===== src/hw/rtl/alu8f_pkg.sv =====
`timescale 1ns / 1ps
// ----------------------------------------------------------------------------
// alu8f_pkg
// Operation codes, status byte layout and item types for the 8-bit ALU.
// ----------------------------------------------------------------------------
package alu8f_pkg;

  localparam int unsigned DataW = 8;
  localparam int unsigned OpW   = 5;

  typedef enum logic [OpW-1:0] {
    OP_ADD = 5'd0,
    OP_ADC = 5'd1,
    OP_SUB = 5'd2,
    OP_SBB = 5'd3,
    OP_ANA = 5'd4,
    OP_XRA = 5'd5,
    OP_ORA = 5'd6,
    OP_CMP = 5'd7,
    OP_DAA = 5'd8,
    OP_INR = 5'd9,
    OP_DCR = 5'd10,
    OP_RLC = 5'd11,
    OP_RRC = 5'd12,
    OP_RAL = 5'd13,
    OP_RAR = 5'd14,
    OP_CMA = 5'd15,
    OP_STC = 5'd16,
    OP_CMC = 5'd17
  } op_e;

  // status byte bit positions
  localparam int unsigned FlS  = 7;
  localparam int unsigned FlZ  = 6;
  localparam int unsigned FlX5 = 5;
  localparam int unsigned FlAc = 4;
  localparam int unsigned FlP  = 2;
  localparam int unsigned FlV  = 1;
  localparam int unsigned FlCy = 0;

  typedef struct packed {
    logic [DataW-1:0] flags_in;
    logic [DataW-1:0] operand;
    logic [DataW-1:0] acc_value;
    logic [OpW-1:0]   op;
  } alu8f_item_t;

  typedef struct packed {
    logic [DataW-1:0] flags_out;
    logic [DataW-1:0] result;
  } alu8f_res_t;

  // even parity flag: set when the byte has an even number of ones
  function automatic logic even_par(input logic [DataW-1:0] b);
    even_par = ~^b;
  endfunction

endpackage


===== src/hw/rtl/alu8f_core.sv =====
`timescale 1ns / 1ps
// ----------------------------------------------------------------------------
// alu8f_core
// Combinational datapath: shared adder, logic unit, decimal adjust, rotates and flags.
// ----------------------------------------------------------------------------
module alu8f_core (
  input  alu8f_pkg::alu8f_item_t item_i,
  input  logic                   model_8085_i,
  output alu8f_pkg::alu8f_res_t  res_o
);
  import alu8f_pkg::*;

  logic [DataW-1:0] a, v, fi, w, r, f, add_r, d;
  logic [DataW:0]   sum9;
  logic [4:0]       sum4;
  logic             k, cy, is_sub, cin, ac, lo_big, maj, bit1;
  op_e              op;

  always_comb begin
    a   = item_i.acc_value;
    v   = item_i.operand;
    fi  = item_i.flags_in;
    op  = op_e'(item_i.op);
    k   = model_8085_i;
    cy  = fi[FlCy];
    bit1 = ~k;

    // shared adder for add / subtract / compare
    is_sub = (op == OP_SUB) || (op == OP_SBB) || (op == OP_CMP);
    w      = is_sub ? ~v : v;
    unique case (op)
      OP_ADC:  cin = cy;
      OP_SBB:  cin = ~cy;
      OP_SUB,
      OP_CMP:  cin = 1'b1;
      default: cin = 1'b0;
    endcase
    sum4  = {1'b0, a[3:0]} + {1'b0, w[3:0]} + {4'b0, cin};
    sum9  = {1'b0, a} + {1'b0, w} + {{DataW{1'b0}}, cin};
    add_r = sum9[DataW-1:0];

    lo_big = a[3:0] > 4'd9;
    d      = '0;
    if (fi[FlAc] || lo_big) d = d + 8'h06;
    if (cy || (a >= 8'h9A)) d = d + 8'h60;

    r   = a;
    f   = fi;
    ac  = 1'b0;
    maj = 1'b0;

    unique case (op)
      OP_ADD, OP_ADC, OP_SUB, OP_SBB, OP_CMP: begin
        r    = (op == OP_CMP) ? a : add_r;
        maj  = k & ((a[7] & v[7]) | (a[7] & add_r[7]) | (v[7] & add_r[7]));
        bit1 = k ? ((a[7] & w[7] & ~add_r[7]) | (~a[7] & ~w[7] & add_r[7])) : 1'b1;
        f    = {add_r[7], add_r == '0, maj, sum4[4], 1'b0, even_par(add_r), bit1,
                sum9[DataW] ^ is_sub};
      end
      OP_ANA, OP_XRA, OP_ORA: begin
        if (op == OP_ANA) begin
          r  = a & v;
          ac = k | a[3] | v[3];
        end else if (op == OP_XRA) begin
          r    = a ^ v;
          bit1 = k ? fi[FlV] : 1'b1;
        end else begin
          r = a | v;
        end
        maj = k & ((a[7] & v[7]) | (a[7] & r[7]) | (v[7] & r[7]));
        f   = {r[7], r == '0, maj, ac, 1'b0, even_par(r), bit1, 1'b0};
      end
      OP_DAA: begin
        r = a + d;
        f = {r[7], r == '0, 1'b0, lo_big, 1'b0, even_par(r), bit1, cy | (a >= 8'h9A)};
      end
      OP_INR: begin
        r = a + 8'd1;
        f = {r[7], r == '0, 1'b0, r[3:0] == 4'h0, 1'b0, even_par(r), bit1, cy};
      end
      OP_DCR: begin
        r = a - 8'd1;
        f = {r[7], r == '0, 1'b0, r[3:0] != 4'hF, 1'b0, even_par(r), bit1, cy};
      end
      OP_RLC: begin
        r = {a[6:0], a[7]};
        f = {fi[7:1], a[7]};
      end
      OP_RAL: begin
        r = {a[6:0], cy};
        f = {fi[7:1], a[7]};
      end
      OP_RRC, OP_RAR: begin
        r = {(op == OP_RRC) ? a[0] : cy, a[7:1]};
        f = {fi[7:2], fi[FlV] & ~k, a[0]};
      end
      OP_CMA: r = ~a;
      OP_STC: f = {fi[7:1], 1'b1};
      OP_CMC: f = {fi[7:1], ~cy};
      default: begin
        // unused codes pass the item through
        r = a;
        f = fi;
      end
    endcase

    res_o.result    = r;
    res_o.flags_out = f;
  end

endmodule


===== src/hw/rtl/alu_8bit_with_flags_unit.sv =====
`timescale 1ns / 1ps
// ----------------------------------------------------------------------------
// alu_8bit_with_flags_unit
// 8-bit accumulator ALU with 8080/8085 status flag rules.
// ----------------------------------------------------------------------------
// Usage:
//   Input items arrive on the s_axis channel: tuser carries the operation,
//   tdata the accumulator, operand and status byte. Each item yields one
//   item on m_axis with the new value and status byte.
//   An item is captured in the input register, the datapath computes in
//   one pass and the result register presents it: m_axis_tvalid rises when
//   the result register loads the item, and the result is taken while
//   m_axis_tready is high. One item per cycle is sustained while the
//   receiver keeps m_axis_tready high; both registers advance together.
//   When the receiver holds m_axis_tready low the result register keeps its
//   item, the input register fills, and s_axis_tready drops only once both
//   are occupied.
//   cfg_we_i / cfg_wdata_i write the model select (1 = 8085 rules); write it
//   only while no items are in flight.
//   Reset empties both registers and selects 8080 rules.
// ----------------------------------------------------------------------------
module alu_8bit_with_flags_unit (
  input  logic        clk_i,
  input  logic        rst_ni,
  input  logic        cfg_we_i,
  input  logic        cfg_wdata_i,    // model_8085
  input  logic        s_axis_tvalid,
  output logic        s_axis_tready,
  input  logic [23:0] s_axis_tdata,   // acc_value[7:0], operand[15:8], flags_in[23:16]
  input  logic [4:0]  s_axis_tuser,   // op[4:0]
  output logic        m_axis_tvalid,
  input  logic        m_axis_tready,
  output logic [15:0] m_axis_tdata    // result[7:0], flags_out[15:8]
);
  import alu8f_pkg::*;

  logic        model_q;
  logic        in_vld_q, out_vld_q;
  alu8f_item_t in_q, in_d;
  alu8f_res_t  out_q, res;
  logic        out_ready, in_load;

  assign out_ready     = ~out_vld_q | m_axis_tready;
  assign s_axis_tready = ~in_vld_q | out_ready;
  assign in_load       = s_axis_tvalid & s_axis_tready;

  always_comb begin
    in_d.op        = s_axis_tuser;
    in_d.acc_value = s_axis_tdata[7:0];
    in_d.operand   = s_axis_tdata[15:8];
    in_d.flags_in  = s_axis_tdata[23:16];
  end

  alu8f_core u_core (
    .item_i       (in_q),
    .model_8085_i (model_q),
    .res_o        (res)
  );

  always_ff @(posedge clk_i or negedge rst_ni) begin
    if (!rst_ni) begin
      model_q   <= 1'b0;
      in_vld_q  <= 1'b0;
      out_vld_q <= 1'b0;
    end else begin
      if (cfg_we_i) model_q <= cfg_wdata_i;
      if (s_axis_tready) in_vld_q <= s_axis_tvalid;
      if (out_ready) out_vld_q <= in_vld_q;
    end
  end

  always_ff @(posedge clk_i) begin
    if (in_load) in_q <= in_d;
    if (out_ready && in_vld_q) out_q <= res;
  end

  assign m_axis_tvalid = out_vld_q;
  assign m_axis_tdata  = {out_q.flags_out, out_q.result};

endmodule

===== config.mk =====
export PLATFORM = sky130hd
export DESIGN_NAME = alu_8bit_with_flags_unit
export DESIGN_NICKNAME = d
export VERILOG_FILES = /design/src/hw/rtl/alu8f_pkg.sv /design/src/hw/rtl/alu8f_core.sv /design/src/hw/rtl/alu_8bit_with_flags_unit.sv
export SDC_FILE = /design/constraint.sdc
export NUM_CORES = 1
export LEC_CHECK = 0
export BUFFER_PORTS_ARGS = -buffer_cell sky130_fd_sc_hd__buf_2
export CAP_MARGIN = 30
export CORE_ASPECT_RATIO = 0.75
export CORE_MARGIN = 2
export CORE_UTILIZATION = 47
export CTS_BUF_LIST = sky130_fd_sc_hd__clkbuf_16
export CTS_CLUSTER_DIAMETER = 80
export DETAILED_ROUTE_END_ITERATION = 6
export GPL_TIMING_DRIVEN = 0
export PLACE_DENSITY = 0.65
export SLEW_MARGIN = 20
export SYNTH_ARGS = -nofsm -noshare
export SYNTH_HDL_FRONTEND = slang
export SYNTH_SLANG_ARGS = --single-unit

===== constraint.sdc =====
create_clock -name clk_i -period 5.7 [get_ports clk_i]
set_clock_uncertainty 0.15 [all_clocks]
set_input_delay 0.57 -clock clk_i [delete_from_list [all_inputs] [get_ports clk_i]]
set_output_delay 0.57 -clock clk_i [all_outputs]
set_load 0.05 [all_outputs]

==> results.cfg, run 1 <==
[clock_tree]
cts_tree = done
cts.path.max_buffers = 2
cts_sinks = 48
clock_latency_ns = 0.29
h-tree-depth = 2
post_cts_buffers = 0
cts_buffers = 5
cts_root_buffer = clkbuf_16
clk_pin_slew_worst_paths_ns = 0.07

[synth]
yosysSeqAreaShare_pct = 32.38
yosys_warnings = 0
postSynth.asyncResetShare_pct = 6.250
synthCells = 452
synth_ff_type = edfxtp_1
syn_avg_cell_area_sq_um = 9.747
mappedNetlistNets = 544
synth_seq_cells = 48
synth-edff-count = 45
syn_area_sq_um = 4405
yosysUniqueCellTypes = 64

[pwr]
combPwrFrac_pct = 40.2
internal-power_w = 0.0007730
power_density_nw_per_um2 = 244.2
swShare_pct = 36.32
max-vdd-ir-drop_mv = 0.1508
leakage_nw = 2.073
clkPwrFrac_pct = 23.4
pwr-share-seq_pct = 36.4
power.switching_w = 0.0004409

[detailed_routing]
final_antenna_net_count = 0
wl_met2_um = 5676
vias_per_cell = 5.923
met3_length_um = 1256
drc = 0
wl_um = 13530
met1Wirelength_um = 6286
firstDrtPassIters = 7
top_layer = met4
vias = 3791
drt_iter0_markers = 322
wl_per_cell_um = 21.14

[floorplan]
die_x_um = 115.8
core_area_sq_um = 9084
initial_utilization_pct = 48.50
die_height_um = 87.85
num_rows = 30
io-pin-count = 53
die_area_sq_um = 10170

[critical_path]
cp-startpoint = in_q[0]
cp.required_ns = 5.56
critPathCaptureType = register
r2r_start = in_q[0]
reg2reg_depth = 18
critical_path_class = register to register
cp_max_fo = 10
critPathLaunchType = register
arrival_ns = 4.91

[hold_path]
hp-start = s_axis_tuser[3]
hold_depth = 1
hold_class = primary input to register

[placed_design]
placed_area_sq_um = 4827
dp_hpwl_um = 10640
io_buffer_count = 52
finalWeightedCongestion = 0.9735

[sta]
tns_ns = 0
holdWs_ns = 0.2973
finalHoldViolations = 0
slew-limit-headroom_pct = 32.68
finalSetupViolations = 0
fmax_ghz = 0.1983
drv_slew = 0
fin_crit_ns = 5.044
grt_setup_unrepaired = false
period_share_pct = 88.49
worstMarginPinSlew_ns = 1.003

[finish]
mostFrequentLayoutCells = buf_2 (62), ha_1 (54), edfxtp_1 (45), xnor2_1 (44), nor2_1 (33)
antenna_cells = 0
synthToLayoutAreaGrowth_pct = 12.84
fillers = 846
nets = 604
drive_gt1_share_pct = 17.38
design_area_sq_um = 4971
final_common_cell = buf_2

[global_routing]
antenna_found_initial = 0
grt_pass1_wl_um = 20710
grt_usage_pct = 27.66
grt_start_max_net_pins = 30
grt-ovfl-total = 0
grt_pass1_vias = 3560

[run]
cap_violations = 0

[outcome]
status = completed
[registers in the layout, summed over array words and instances (netlist names)]
register       cells
in_q              29
m_axis_tdata      16
in_vld_q           1
m_axis_tvalid      1
model_q            1
[cell families (layout without fill, tap and decap cells)]
group	after synthesis	in the layout	share of synthesized area, %
XOR/XNOR	53	53	10.54
buffers and inverters	54	114	5.226
adder cells (fa/ha/maj)	57	57	16.70
multiplexers	20	20	4.942
AO/OA/AOI/OAI	94	94	15.54
flip-flops	48	48	32.38
AND/OR/NAND/NOR	126	126	14.68
[worst paths after layout]
path                                    endpoint  slack, ns
worst max register to register  m_axis_tdata[10]       0.66
min in group asynchronous                model_q       0.45
max in group asynchronous               in_vld_q       4.83
worst max-delay path            m_axis_tdata[10]       0.66
worst min-delay path                     in_q[3]       0.30
worst min register to register     m_axis_tvalid       0.35
[synth_stat cells (4+ instances only)]
library cell,count,area [sq um]
a211oi_1,4,30.03
a21o_1,5,37.54
a21oi_1,16,80.08
a221oi_1,5,43.79
a22oi_1,5,37.54
a31oi_1,4,25.02
a32oi_1,4,35.03
and2_1,5,31.28
and3_1,6,37.54
buf_1,4,15.01
buf_2,10,50.05
clkbuf_1,7,26.28
edfxtp_1,45,1351
ha_1,54,675.7
inv_1,29,108.9
mux2_2,10,112.6
mux2i_1,9,90.09
nand2_1,25,93.84
nand2b_1,4,25.02
nand3_1,13,65.06
nand3b_1,6,45.04
nand4_1,6,37.54
nor2_1,33,123.9
nor3_1,12,60.06
nor3b_1,4,30.03
o211ai_1,5,37.54
o21ai_0,10,50.05
o22ai_1,5,31.28
xnor2_1,44,385.4
xor2_1,9,78.83
[repair_timing]
item	CTS	global route
resized for setup	0	0
hold buffers	1	0
hold endpoints to repair	3	0
[layer usage]
layer  vias up  track usage, %
li1       1780               -
met1      1797           40.89
met2       188           39.98
met3        26           7.543
met4         0           7.035
met5         -               0
[through the flow]
stage / setup WS, ns / utilization (%) / cells / total power [W]
2_1_floorplan: 1.502 / - / 452 / 0.0008064
3_5_place_dp: 0.7160 / 53.14 / 632 / 0.0009296
5_1_grt: 0.3277 / 54.72 / 640 / 0.001277
6_report: 0.6559 / 54.72 / 640 / 0.001214
4_1_cts: 0.7059 / 54.72 / 640 / 0.001216
3_3_place_gp: 0.7269 / 53.13 / 632 / 0.0009218
[critical path, cell delays in order, from the launching register on]
cell	delay, ns
edfxtp_1	0.31
buf_2	0.25
buf_1	0.46
o211ai_1	0.16
buf_2	0.26
xnor2_1	0.23
fa_1	0.25
inv_1	0.06
fa_1	0.41
a21o_1	0.21
a221o_1	0.31
or3_1	0.34
nand2_1	0.08
ha_1	0.23
xor2_1	0.16
xnor2_1	0.14
o22ai_1	0.13
a221oi_1	0.45
o211ai_1	0.15
[power by group through the flow]
stage,logic [W],registers [W],clock network (W)
2_1_floorplan,0.000317,0.000490,0
3_3_place_gp,0.000472,0.000450,0
3_5_place_dp,0.000480,0.000450,0
4_1_cts,0.000482,0.000442,0.000292
5_1_grt,0.000530,0.000446,0.000301
6_report,0.000488,0.000442,0.000284
[layout make-up]
class,instances,area (sq um),share of cell area [%]
multi-input cells,350,2750,55.32
clock buffers,5,125.1,2.517
inverters,31,116.4,2.341
well taps,128,160.2,3.222
flip-flops and latches,48,1426,28.69
repair buffers,53,270.3,5.437
plain buffers,23,113.9,2.290
clock inverters,2,8.758,0.1762
(Power assumes the default switching activity.)
==> inputs of run 2 (changes only) <==
--- a/config.mk
+++ b/config.mk
@@ -5,6 +5,7 @@
 export SDC_FILE = /design/constraint.sdc
 export NUM_CORES = 1
 export LEC_CHECK = 0
+export ABC_AREA = 1
 export BUFFER_PORTS_ARGS = -buffer_cell sky130_fd_sc_hd__buf_2
 export CAP_MARGIN = 30
 export CORE_ASPECT_RATIO = 0.75
@@ -14,7 +15,7 @@
 export CTS_CLUSTER_DIAMETER = 80
 export DETAILED_ROUTE_END_ITERATION = 6
 export GPL_TIMING_DRIVEN = 0
-export PLACE_DENSITY = 0.65
+export PLACE_DENSITY = 0.64
 export SLEW_MARGIN = 20
 export SYNTH_ARGS = -nofsm -noshare
 export SYNTH_HDL_FRONTEND = slang
==> run 2 against run 1 <==
Compared with the run above:
- critical path depth is 3 higher
- cell area is 4.9% higher
- combinational power is 8.8% higher
- largest power group unchanged
- global-route usage is 1.6 points lower
- count of clock-buffer cells in the layout stayed put
- fmax is 8.7% higher
- sequential cell count stayed put
- critical path type unchanged
- first-iteration DRC count is 4.0% higher
==> results.cfg, run 2 <==
[critical_path]
cp_max_fo = 11
rrSetupSlack_ns = 1.06
cp.required_ns = 5.58
crit_buf_inv = 4
slowest_stage = edfxtp_1
path_cells = buf_2 -> inv_1 -> ha_1 -> nor2_1 -> nor2_1 -> nor2_1 -> inv_1 -> nand2_1 -> ha_1 -> fa_1 -> nand4_1 -> nand2_1 -> xor2_1 -> inv_1 -> ha_1 -> xnor2_1 -> a21oi_1 -> o21ai_1 -> nand2_1 -> nor2_1 -> nand4_1
arrival_ns = 4.52
critPathCaptureType = register
critical_path_class = register to register
critPathLaunchType = register
critPathMostFrequentCell = nor2_1
max_stage_delay_ns = 0.55
crit_family = adder cells

[sta]
fin_crit_ns = 4.641
tns_ns = 0
period_share_pct = 81.42
finalHoldViolations = 0
fmax_ghz = 0.2155
grt_setup_unrepaired = false
fin_ws_ns = 1.059
drv_slew = 0
slew-limit-headroom_pct = 52.52
finalSetupViolations = 0
worstMarginPinSlew_ns = 0.7121

[finish]
fillers = 953
mostFrequentLayoutCells = nand2_1 (142), inv_1 (71), buf_2 (58), ha_1 (54)
regMostFlops = in_q
drive_gt1_share_pct = 20.54
final_common_cell = nand2_1
nets = 725
antenna_cells = 0
synthToLayoutAreaGrowth_pct = 12.71
largest_register_ffs = 29

[clock_tree]
cts_root_buffer = clkbuf_16
cts_tree = done
clock_latency_ns = 0.30
clk_pin_slew_worst_paths_ns = 0.07
post_cts_buffers = 0
cts_sinks = 48
cts_buffers = 5
cts_hold_buf = 1
h-tree-depth = 2
cts_resized = 0
cts.path.max_buffers = 2

[detailed_routing]
wl_per_cell_um = 17.42
firstDrtPassIters = 5
vias = 4110
wl_um = 13330
drt_iter0_markers = 335
vias_per_cell = 5.373
final_antenna_net_count = 0
drc = 0

[floorplan]
die_x_um = 118.6
die_height_um = 89.93
io-pin-count = 53
num_rows = 31
core_area_sq_um = 9619
die_area_sq_um = 10660
initial_utilization_pct = 48.10

[pwr]
leakage_nw = 2.547
max-vdd-ir-drop_mv = 0.1416
power_density_nw_per_um2 = 246.0
total_power_w = 0.001283

[global_routing]
grt-ovfl-total = 0
grt_pass1_wl_um = 21620
antenna_found_initial = 0
grt_pass1_vias = 4052
grt_start_max_net_pins = 30
grt_usage_pct = 26.10

[synth]
netlist_top_cells_count = nand2_1 (142), inv_1 (71), ha_1 (54), edfxtp_1 (45), nand3_1 (45)
syn_area_sq_um = 4627
yosys_warnings = 0
synth-edff-count = 45
synth_ff_type = edfxtp_1
postSynth.asyncResetShare_pct = 6.250
synth_seq_cells = 48
yosysTopAreaCellShare_pct = 29.20
synthCells = 572
yosysSeqAreaShare_pct = 30.83
mappedNetlistNets = 664
syn_avg_cell_area_sq_um = 8.089
yosysUniqueCellTypes = 45
synth_largest_area_cell = edfxtp_1
yosysMostFrequentCell = nand2_1
ys_top_cells_by_area = edfxtp_1 (29%), ha_1 (15%), nand2_1 (12%), inv_1 (5.8%), nand3_1 (4.9%)

[placed_design]
dp_hpwl_um = 10610
io_buffer_count = 52
dpl_worst_slack_ns = 1.184
finalWeightedCongestion = 0.9133

[hold_path]
hold_class = primary input to register

[run]
cap_violations = 0

[outcome]
status = completed
==> run 2: changes by cell type after synthesis, sizes merged, moves of 11 or more <==
cell,delta
mux2,-11
nand2,+128
nor2,+12
o211ai,+12
xnor2,-33
nand3,+36
inv,+51
xor2,+11
==> run 2: stage by stage <==
stage	cells	util (%)	cell area, sq um	hold slack [ns]
2_1_floorplan	572	-	4627	0.1244
3_3_place_gp	756	52.52	5052	0.2197
3_5_place_dp	757	52.72	5071	0.2226
4_1_cts	765	54.21	5215	0.2872
5_1_grt	765	54.21	5215	0.2869
6_report	765	54.21	5215	0.2908
==> run 2: where the power goes <==
group          internal [W]  total (W)  switching, W
clock              0.000158   0.000293      0.000135
combinational      0.000190   0.000531      0.000341
sequential         0.000431   0.000459     0.0000278
total              0.000780    0.00128      0.000503
==> run 2: area by class of cell <==
cell class	instances	area [sq um]	share of cell area, %
buffer	11	86.33	1.655
clock buffer	5	125.1	2.399
clock inverter	2	8.758	0.1679
inverter	82	307.8	5.902
multi-input combinational	431	2810	53.89
sequential	48	1426	27.35
tap	132	165.2	3.167
timing repair buffer	54	285.3	5.470
==> run 2: path summary, 6_finish.rpt <==
path | cells past startpoint | end | startpoint
max | 21 | m_axis_tdata[10] | in_q[5]
min | 1 | in_q[5] | s_axis_tdata[0]
max reg2reg | 21 | m_axis_tdata[10] | in_q[5]
min reg2reg | 2 | m_axis_tvalid | in_vld_q
max in group asynchronous | 2 | model_q | rst_ni
min in group asynchronous | 2 | m_axis_tvalid | rst_ni
==> run 2: logic make-up (layout without fill, tap and decap cells) <==
kind of cell,count (synthesis),count (layout),share of synthesized area (%)
AND/OR/NAND/NOR,280,280,28.56
XOR/XNOR,31,31,6.030
AO/OA/AOI/OAI,63,63,10.17
buffers and inverters,93,154,8.518
adder cells (fa/ha/maj),57,57,15.90
flip-flops,48,48,30.83
==> run 2: worst register-to-register path: stages (launching register included) <==
cell      delay [ns]
edfxtp_1        0.55
buf_2           0.28
inv_1           0.39
ha_1            0.37
nor2_1          0.07
nor2_1          0.09
nor2_1          0.05
inv_1           0.08
nand2_1         0.12
ha_1            0.25
fa_1            0.45
nand4_1         0.12
nand2_1         0.06
xor2_1          0.20
inv_1           0.07
ha_1            0.29
xnor2_1         0.20
a21oi_1         0.09
o21ai_1         0.11
nand2_1         0.07
nor2_1          0.20
nand4_1         0.13
==> run 2: routing by layer <==
| metal | part of all wire (%) | GRT usage, % | vias up |
|---|---|---|---|
| met4 | 1.8 | 6.151 | 0 |
| met1 | 48 | 38.38 | 1918 |
| met3 | 7.1 | 4.886 | 16 |
| li1 | - | - | 2029 |
| met2 | 43 | 39.66 | 147 |
| met5 | 0 | 0 | - |
==> inputs of run 3 (changes only) <==
--- a/config.mk
+++ b/config.mk
@@ -15,7 +15,7 @@
 export CTS_CLUSTER_DIAMETER = 80
 export DETAILED_ROUTE_END_ITERATION = 6
 export GPL_TIMING_DRIVEN = 0
-export PLACE_DENSITY = 0.64
+export PLACE_DENSITY = 0.67
 export SLEW_MARGIN = 20
 export SYNTH_ARGS = -nofsm -noshare
 export SYNTH_HDL_FRONTEND = slang
==> constraint.sdc (replaced) <==
create_clock -name clk_i -period 4.2 [get_ports clk_i]
set_clock_uncertainty 0.15 [all_clocks]
set_input_delay 0.42 -clock clk_i [delete_from_list [all_inputs] [get_ports clk_i]]
set_output_delay 0.42 -clock clk_i [all_outputs]
set_load 0.05 [all_outputs]
==> run 3 against run 2 <==
Compared with the run above:
- die area unchanged
- worst hold slack worse by 0.14 ns
- register-to-register slack worse by 0.89 ns
- first-iteration DRC count is 1.8% higher
- wire length is 1.7% lower
- sequential cell count unchanged
- count of clock-buffer cells in the layout is the same
- critical endpoint unchanged
==> results.cfg, run 3 (synthesis gave the netlist of run 2 again) <==
[pwr]
leakage_nw = 2.607
power_density_nw_per_um2 = 328.4
internal-power_w = 0.001076
clkPwrFrac_pct = 22.5
power.switching_w = 0.0006811
pwr-share-seq_pct = 35.1
combPwrFrac_pct = 42.4
swShare_pct = 38.77
max-vdd-ir-drop_mv = 0.2383

[finish]
antenna_cells = 0
largest_register_ffs = 29
synthToLayoutAreaGrowth_pct = 15.63
regMostFlops = in_q
mostFrequentLayoutCells = nand2_1 (142), inv_1 (69), buf_2 (57), ha_1 (53)
fillers = 908
nets = 738
drive_gt1_share_pct = 23.18
fin_util_pct = 55.62
design_area_sq_um = 5350
final_common_cell = nand2_1

[critical_path]
arrival_ns = 3.91
reg2reg_depth = 22
critPathCaptureType = register
cp_max_fo = 10
cp.required_ns = 4.08
path_cells = buf_4 -> nor2_4 -> nand2_2 -> buf_6 -> nor2_4 -> nor2_8 -> xor2_2 -> fa_1 -> inv_1 -> nand3_1 -> nand2_1 -> nand2_1 -> nand2_1 -> xor2_1 -> inv_1 -> ha_1 -> xnor2_1 -> xnor2_1 -> nand2_1 -> nand2_1 -> nor2_2 -> nand4_1
max_stage_delay_ns = 0.45
critPathMostFrequentCell = nand2_1
slowest_stage = edfxtp_1
rrSetupSlack_ns = 0.17
critPathLaunchType = register
critical_path_class = register to register

[detailed_routing]
firstDrtPassIters = 5
vias = 4219
drc = 0
drt_iter0_markers = 341
wl_per_cell_um = 16.82
wl_um = 13100
final_antenna_net_count = 0
vias_per_cell = 5.416

[floorplan]
core_area_sq_um = 9619
initial_utilization_pct = 48.10
die_area_sq_um = 10660
num_rows = 31
die_height_um = 89.93
die_x_um = 118.6
io-pin-count = 53

[placed_design]
dp_hpwl_um = 10430
finalWeightedCongestion = 0.9326
placed_area_sq_um = 5067
io_buffer_count = 52
dpl_worst_slack_ns = -0.2865

[sta]
period_share_pct = 95.90
slew-limit-headroom_pct = 58.30
finalHoldViolations = 0
drv_slew = 0
holdWs_ns = 0.1473
fmax_ghz = 0.2483
fin_crit_ns = 4.028
finalSetupViolations = 0
fin_ws_ns = 0.1721
worstMarginPinSlew_ns = 0.6246

[run]
cap_violations = 0

[outcome]
status = completed

[hold_path]
hold_depth = 1
hold_class = primary input to register

[global_routing]
grt_start_max_net_pins = 30
antenna_found_initial = 0
grt_pass1_wl_um = 20590
grt_pass1_vias = 3871
grt-ovfl-total = 0
grt_usage_pct = 24.75

[clock_tree]
cts_sinks = 48
h-tree-depth = 2
cts.path.max_buffers = 2
cts_root_buffer = clkbuf_16
cts_tree = done
clock_latency_ns = 0.29
clk_pin_slew_worst_paths_ns = 0.07
cts_buffers = 5
## run 3: cell count changes in the layout (fill, tap and decap cells not counted), sizes merged
cell      before  now
buf           64   77
clkinv         2    4
clkinvlp       0    1
inv           82   80
## run 3: power groups by stage
| stage | sequential (W) | clock, W | combinational (W) |
|---|---|---|---|
| floorplan | 0.000702 | 0 | 0.000464 |
| global placement | 0.000632 | 0 | 0.000690 |
| detailed placement | 0.000633 | 0 | 0.000708 |
| CTS | 0.000621 | 0.000411 | 0.000720 |
| global route | 0.000621 | 0.000423 | 0.000823 |
| finish | 0.000616 | 0.000395 | 0.000746 |
## run 3: critical path: cells and delay by family, from the launching register on
kind	cells	cell delay [ns]
and+or+nand+nor	12	1.23
adders and majority gates	2	0.72
buffers and inverters	4	0.53
DFF	1	0.45
xor gates and xnor gates	4	0.69
## run 3: final cells by class
cell class	count	area, sq um	share of cell area, %
sequential	48	1426	26.66
multi-input combinational	431	2835	52.99
timing repair buffer	67	379.1	7.086
clock inverter	3	18.77	0.3508
inverter	82	311.5	5.823
tap	132	165.2	3.087
buffer	11	88.84	1.660
clock buffer	5	125.1	2.339
## run 3: timing repair
item	in CTS	in global routing
hold endpoints to repair	3	0
hold buffers	1	0
pin swaps	0	1
endpoints found under the setup margin	1	1
gates resized for setup	1	9
setup buffers	4	9
## run 3: metal layers
layer / vias to the layer above / wire length (um) / global-route usage, %
met5: - / 0 / 0
li1: 2053 / - / -
met2: 180 / 5658 / 37.45
met1: 1963 / 6208 / 36.28
met3: 23 / 956 / 4.315
met4: 0 / 276 / 6.845
## run 3: stage by stage
step                instances    TNS, ns  power (W)
global placement          756    -0.2856   0.001322
floorplan                 572          0   0.001166
global route              779  -0.008674   0.001866
finish                    779          0   0.001757
CTS                       770          0   0.001752
detailed placement        757    -0.2865   0.001341
## run 3: worst paths after layout
kind | startpoint | endpoint
setup / recovery | in_q[2] | m_axis_tdata[10]
hold / removal | s_axis_tdata[11] | in_q[16]
setup reg to reg | in_q[2] | m_axis_tdata[10]
hold reg to reg | in_vld_q | m_axis_tvalid
max in group asynchronous | rst_ni | in_vld_q
min in group asynchronous | rst_ni | model_q
